## src/rtl/eeg_pkg.sv

```systemverilog
package eeg_pkg;

   localparam int CORDIC_STEPS = 30;
   localparam int RESULT_LIMIT = 16;
   localparam int VEC_W        = 33;
   localparam int ANG_W        = 32;
   localparam int LEN_W        = 32;
   localparam int ARM_W        = 4;
   localparam int ACC_W        = 40;
   localparam int COORD_W      = 18;

   localparam logic signed [VEC_W-1:0] CORDIC_GAIN = 33'sd652032874;

   typedef enum logic [1:0] {
      REG_ARM_COUNT       = 2'd0,
      REG_BASE_LENGTH     = 2'd1,
      REG_BASE_PHASE_STEP = 2'd2
   } eeg_reg_type;

   // arm attributes that ride along the rotation chain
   typedef struct packed {
      logic             valid;
      logic [1:0]       quarter;
      logic [LEN_W-1:0] mag;
      logic             odd;
      logic [ARM_W-1:0] arm;
      logic             last;
   } eeg_tag_type;

   typedef struct packed {
      logic [VEC_W-1:0] x;
      logic [VEC_W-1:0] y;
      logic [ANG_W-1:0] z;
   } eeg_vec_type;

   // arctangent of 2^-k in 2^-32 turn
   function automatic logic [ANG_W-1:0] eeg_atan(input int k);
      logic [ANG_W-1:0] r;
      case (k)
         0:  r = 32'd536870912;
         1:  r = 32'd316933406;
         2:  r = 32'd167458907;
         3:  r = 32'd85004756;
         4:  r = 32'd42667331;
         5:  r = 32'd21354465;
         6:  r = 32'd10679838;
         7:  r = 32'd5340245;
         8:  r = 32'd2670163;
         9:  r = 32'd1335087;
         10: r = 32'd667544;
         11: r = 32'd333772;
         12: r = 32'd166886;
         13: r = 32'd83443;
         14: r = 32'd41722;
         15: r = 32'd20861;
         16: r = 32'd10430;
         17: r = 32'd5215;
         18: r = 32'd2608;
         19: r = 32'd1304;
         20: r = 32'd652;
         21: r = 32'd326;
         22: r = 32'd163;
         23: r = 32'd81;
         24: r = 32'd41;
         25: r = 32'd20;
         26: r = 32'd10;
         27: r = 32'd5;
         28: r = 32'd3;
         29: r = 32'd1;
         default: r = 32'd0;
      endcase
      return r;
   endfunction

endpackage

```

## src/rtl/eeg_cordic_cell.sv

```systemverilog
module eeg_cordic_cell #(
   parameter int STEP = 0
) (
   input  logic                clock,
   input  logic                reset,
   input  eeg_pkg::eeg_tag_type tag_i,
   input  eeg_pkg::eeg_vec_type vec_i,
   output eeg_pkg::eeg_tag_type tag_o,
   output eeg_pkg::eeg_vec_type vec_o
);
   import eeg_pkg::*;

   eeg_tag_type tag_ff;
   eeg_vec_type vec_ff, vec_in;
   logic signed [VEC_W-1:0] dx, dy;

   always_comb begin
      dx = $signed(vec_i.y) >>> STEP;
      dy = $signed(vec_i.x) >>> STEP;
      if (!vec_i.z[ANG_W-1]) begin
         vec_in.x = vec_i.x - dx;
         vec_in.y = vec_i.y + dy;
         vec_in.z = vec_i.z - eeg_atan(STEP);
      end else begin
         vec_in.x = vec_i.x + dx;
         vec_in.y = vec_i.y - dy;
         vec_in.z = vec_i.z + eeg_atan(STEP);
      end
   end

   always_ff @(posedge clock) begin
      if (reset) begin
         tag_ff.valid <= 1'b0;
      end else begin
         tag_ff.valid <= tag_i.valid;
      end
      tag_ff.quarter <= tag_i.quarter;
      tag_ff.mag     <= tag_i.mag;
      tag_ff.odd     <= tag_i.odd;
      tag_ff.arm     <= tag_i.arm;
      tag_ff.last    <= tag_i.last;
      vec_ff         <= vec_in;
   end

   assign tag_o = tag_ff;
   assign vec_o = vec_ff;

endmodule

```

## config.mk

```make
export PLATFORM = sky130hd
export DESIGN_NAME = eeg_cordic_cell
export DESIGN_NICKNAME = d
export VERILOG_FILES = /design/src/rtl/eeg_pkg.sv /design/src/rtl/eeg_cordic_cell.sv
export SDC_FILE = /design/constraint.sdc
export NUM_CORES = 1
export LEC_CHECK = 0
export BUFFER_PORTS_ARGS = -buffer_cell sky130_fd_sc_hd__buf_2
export CORE_MARGIN = 10
export CORE_UTILIZATION = 42
export CTS_BUF_LIST = sky130_fd_sc_hd__clkbuf_8
export DETAILED_ROUTE_END_ITERATION = 16
export GPL_TIMING_DRIVEN = 1
export PLACE_DENSITY_LB_ADDON = 0.15
export SETUP_SLACK_MARGIN = 0.1
export SYNTH_ARGS = -nofsm -noshare
export SYNTH_HDL_FRONTEND = slang
export SYNTH_SLANG_ARGS = --single-unit
```

## constraint.sdc

```tcl
create_clock -name clock -period 2.9 [get_ports clock]
set_input_delay 0.145 -clock clock [delete_from_list [all_inputs] [get_ports clock]]
set_output_delay 0.145 -clock clock [all_outputs]
set_load 0.02 [all_outputs]
```

Word level (Yosys, flattened, before mapping)
Index checks and enable logic that the tools add are counted.
{"block": "word_totals", "reg_bits": 139, "inputBits": 141, "output_inout_bits": 139, "elab_cells": 15}
{"block": "op_classes", "add_sub_neg": 5, "muxes": 1}
{"cell": "98-bit 2-to-1 mux", "count": 1}
{"cell": "33-bit subtractor", "count": 2}
{"cell": "33-bit adder", "count": 1}
{"cell": "32-bit by 30-bit adder with 32-bit output (second input constant)", "count": 1}
{"cell": "32-bit by 30-bit subtractor with 32-bit output (second input constant)", "count": 1}

Longest topological paths before layout
{"block": "logic_depth", "depth_word": 2, "ltp_mapped": 12, "depth_no_buf": 12}

Worst setup path after synthesis
No wires, ideal clock.
{"block": "synth_timing", "kind": "input-to-reg", "from": "input vec_i[36] in the netlist's numbering", "to": "register vec_ff, in the netlist vec_o[61]", "setup_ns": 0.119, "arrival_time_ns": 2.474, "required_ns": 2.781, "path_slack_ns": 0.308, "cell_stages": 12, "path_buffers": 1, "path_cell_list": "inv_1 ha_1 buf_6 and2_4 a221o_1 o21ai_2 a21oi_2 o2111ai_1 or3b_4 a2111oi_4 a21oi_2 xnor2_1"}
{"item": "start: declaration", "line": "eeg_cordic_cell.sv:7", "text": "input eeg_pkg::eeg_vec_type vec_i,"}
{"item": "end signal: assignment", "line": "eeg_cordic_cell.sv:42", "text": "vec_ff <= vec_in;"}
{"item": "end: declaration", "line": "eeg_cordic_cell.sv:14", "text": "eeg_vec_type vec_ff, vec_in;"}

==> results.json <==
{
  "outcome": "completed",
  "pin_slew_with_the_least_headroom_to_its_limit_ns": 0.550,
  "cap_viol_max_count": 0,
  "tritoncts": "done",
  "maxSlewViolCount": 0,
  "timing.final.setup_violations": 0,
  "clock_tree.htree_level_count": 4,
  "ys_async_sr_fraction": 0,
  "fill_cells": 1807,
  "power.total_w": 0.00621,
  "final_common_cell": "sky130_fd_sc_hd__buf_2",
  "cts_made_buffers": 17,
  "met3WireLength_um": 2530,
  "routed-via-count": 8752,
  "synth_top_cells_by_area": "sky130_fd_sc_hd__dfxtp_1 (33%), sky130_fd_sc_hd__ha_1 (14%), sky130_fd_sc_hd__a21oi_1 (7.3%), sky130_fd_sc_hd__xnor2_1 (5.9%), sky130_fd_sc_hd__inv_1 (4.6%)",
  "starting_utilization_of_the_core_area": 0.428,
  "core_sq_um": 19600,
  "cts_num_sinks": 138,
  "fp.dieH_um": 161,
  "critical_path.endpoint_type": "flip-flop",
  "maxClockFrequency_ghz": 0.376,
  "syn_to_final_growth_pct": 39.5,
  "holdCritPathClass": "input pin to flip-flop",
  "crit_required_ns": 3.24,
  "overflow": 0,
  "synth-warning-count": 0,
  "period_share": 0.917,
  "number_of_enable_flip_flop_cells_after_synthesis": 0,
  "first_global_vias": 8746,
  "critical_path_arrival_ns": 3.00,
  "clock-root-buffer": "sky130_fd_sc_hd__clkbuf_8",
  "die-area_sq_um": 26000,
  "first_iter_violations": 816,
  "top_level_ports": 280,
  "antenna_violating_nets_post_route": 0,
  "layout_common_cells": "sky130_fd_sc_hd__buf_2 (279), sky130_fd_sc_hd__dfxtp_1 (138), sky130_fd_sc_hd__a21oi_1 (122)",
  "p_per_area_nw_per_um2": 531,
  "finalNetCount": 1651,
  "max-slew-margin-rel": 0.630,
  "setup_repair_after_global_routing_missed_its_margin": "no",
  "grt_start_max_net_pins": 66,
  "cts_post_setup_buffers_inserted": 0,
  "ir_drop_mv": 0.280,
  "std_cell_rows": 51,
  "worst-path-max-fanout": 4,
  "layout_min_cycle_time_ns": 2.66,
  "postSynthNetCount": 1241,
  "synth_top_area_frac": 0.329,
  "netlist.top_cell.by_area": "sky130_fd_sc_hd__dfxtp_1",
  "antenna_found_initial": 1,
  "insertedDiodeCount": 0,
  "synthesis.area_per_instance_sq_um": 8.39,
  "cts_max_path_buffers": 2,
  "gp_congestion": 0.971,
  "route.layer.met1.wl_um": 13400,
  "netlist_instances": 1000,
  "drc": 0,
  "drt-total-wl_um": 31000,
  "buffer_ports.inserted": 279,
  "worstSetupPathType": "input pin to flip-flop",
  "fp.dieW_um": 161,
  "timing.hold.ws_ns": 0.0929,
  "clk_pin_slew_ns": 0.10,
  "met2_wirelength_um": 14500,
  "dr.pass1.iters": 5,
  "total_leakage_power_nw": 5.75,
  "top_layer_used": "met4",
  "grt_first_pass_wirelength_um": 48400,
  "dominantRegCellSynth": "sky130_fd_sc_hd__dfxtp_1",
  "post_route_cells_drive_above_1_share": 0.293,
  "post_drt_via_cell_ratio": 5.18,
  "critPathLaunchType": "input pin",
  "synth_area_sq_um": 8390,
  "average_wire_per_standard_cell_um": 18.4,
  "hold_viol_final": 0,
  "synth.lib_cells_used.distinct": 73,
  "groute.usage.overall": 0.231,
  "yosys_register_bits": 138,
  "dp_hpwl_um": 24100,
  "fraction_of_the_yosys_area_taken_by_sequential_cells": 0.329
}
==> where the power goes <==
| part | leakage (nW) | internal, W | switching [W] |
|---|---|---|---|
| sequential | 1.16 | 0.00217 | 0.0000810 |
| combinational | 4.39 | 0.000920 | 0.00140 |
| clock | 0.195 | 0.000738 | 0.000906 |
| total | 5.75 | 0.00383 | 0.00238 |
==> layout make-up <==
type / count / area [sq um] / area share
sequential: 138 / 2760 / 0.236
multi-input combinational: 713 / 5030 / 0.430
tap: 265 / 332 / 0.0283
inverter: 104 / 390 / 0.0334
timing repair buffer: 436 / 2790 / 0.238
clock buffer: 18 / 248 / 0.0212
clock inverter: 14 / 150 / 0.0128
==> worst max-delay path, stage by stage <==
cell                       delay, ns
sky130_fd_sc_hd__buf_2          0.11
sky130_fd_sc_hd__buf_4          0.13
sky130_fd_sc_hd__ha_1           0.22
sky130_fd_sc_hd__fa_1           0.38
sky130_fd_sc_hd__nor2b_1        0.17
sky130_fd_sc_hd__o211ai_1       0.30
sky130_fd_sc_hd__a31oi_4        0.17
sky130_fd_sc_hd__o31ai_4        0.39
sky130_fd_sc_hd__o31ai_4        0.13
sky130_fd_sc_hd__a21oi_2        0.30
sky130_fd_sc_hd__buf_4          0.18
sky130_fd_sc_hd__o311a_1        0.13
sky130_fd_sc_hd__o21ai_0        0.09
sky130_fd_sc_hd__xnor2_1        0.15
==> cell usage after synthesis, types with 3 or more instances <==
cell type	number
sky130_fd_sc_hd__dfxtp_1	138
sky130_fd_sc_hd__a21oi_1	122
sky130_fd_sc_hd__inv_1	102
sky130_fd_sc_hd__ha_1	96
sky130_fd_sc_hd__nor2_1	92
sky130_fd_sc_hd__xnor2_1	57
sky130_fd_sc_hd__o21ai_0	54
sky130_fd_sc_hd__nand2_1	45
sky130_fd_sc_hd__clkbuf_1	22
sky130_fd_sc_hd__nand3_1	19
sky130_fd_sc_hd__a21o_1	18
sky130_fd_sc_hd__nor4_1	14
sky130_fd_sc_hd__o21bai_1	14
sky130_fd_sc_hd__nor3_1	13
sky130_fd_sc_hd__o31ai_1	13
sky130_fd_sc_hd__mux2i_1	12
sky130_fd_sc_hd__nand2b_1	11
sky130_fd_sc_hd__buf_2	10
sky130_fd_sc_hd__nand4_1	10
sky130_fd_sc_hd__nor2b_1	10
sky130_fd_sc_hd__buf_1	9
sky130_fd_sc_hd__a211oi_1	8
sky130_fd_sc_hd__o211ai_1	8
sky130_fd_sc_hd__a31oi_1	6
sky130_fd_sc_hd__or3_1	6
sky130_fd_sc_hd__xor2_1	6
sky130_fd_sc_hd__a221o_1	4
sky130_fd_sc_hd__a31o_2	4
sky130_fd_sc_hd__and2_1	4
sky130_fd_sc_hd__fa_1	4
sky130_fd_sc_hd__nand3b_1	4
sky130_fd_sc_hd__o22ai_1	4
sky130_fd_sc_hd__a21oi_2	3
sky130_fd_sc_hd__a221oi_1	3
sky130_fd_sc_hd__o21a_1	3
sky130_fd_sc_hd__o31a_1	3
sky130_fd_sc_hd__or2_2	3
==> metal layers <==
metal,global-route usage,vias to the layer above
met2,0.383,410
li1,-,4269
met1,0.290,4028
met3,0.0592,45
met4,0.0616,0
met5,0,-
==> path summary, 6_finish.rpt <==
path | from | endpoint | slack, ns | cells past startpoint
setup / recovery | vec_i[32] | vec_o[62] | 0.24 | 14
hold / removal | vec_i[64] | vec_o[64] | 0.09 | 3
==> timing repair <==
action	in CTS	in global routing
setup endpoints to repair	0	0
hold buffers	74	0
gates resized for setup	0	0
endpoints found under the hold margin	74	0
==> flip-flops by register name, indices dropped and copies added, names as in the netlist <==
register / cells
tag_o: 41
vec_o: 97
==> kinds of logic after synthesis <==
| family | synth area share |
|---|---|
| compound gates | 0.232 |
| xor+xnor | 0.0658 |
| fa+ha+maj | 0.153 |
| buf+inv | 0.0708 |
| flops | 0.329 |
| mux | 0.0143 |
| simple gates | 0.136 |
==> through the flow <==
stage                     cells  setup slack, ns  area, sq um  setup TNS, ns   util
after floorplan            1000            0.308         8390              0      -
after global placement     1582           -0.114        10600         -0.462  0.539
after detailed placement   1582           -0.165        10600          -1.09  0.539
after CTS                  1688            0.316        11700              0  0.597
after global routing       1688            0.121        11700              0  0.597
final                      1688            0.240        11700              0  0.597
(Power assumes the default switching activity.)
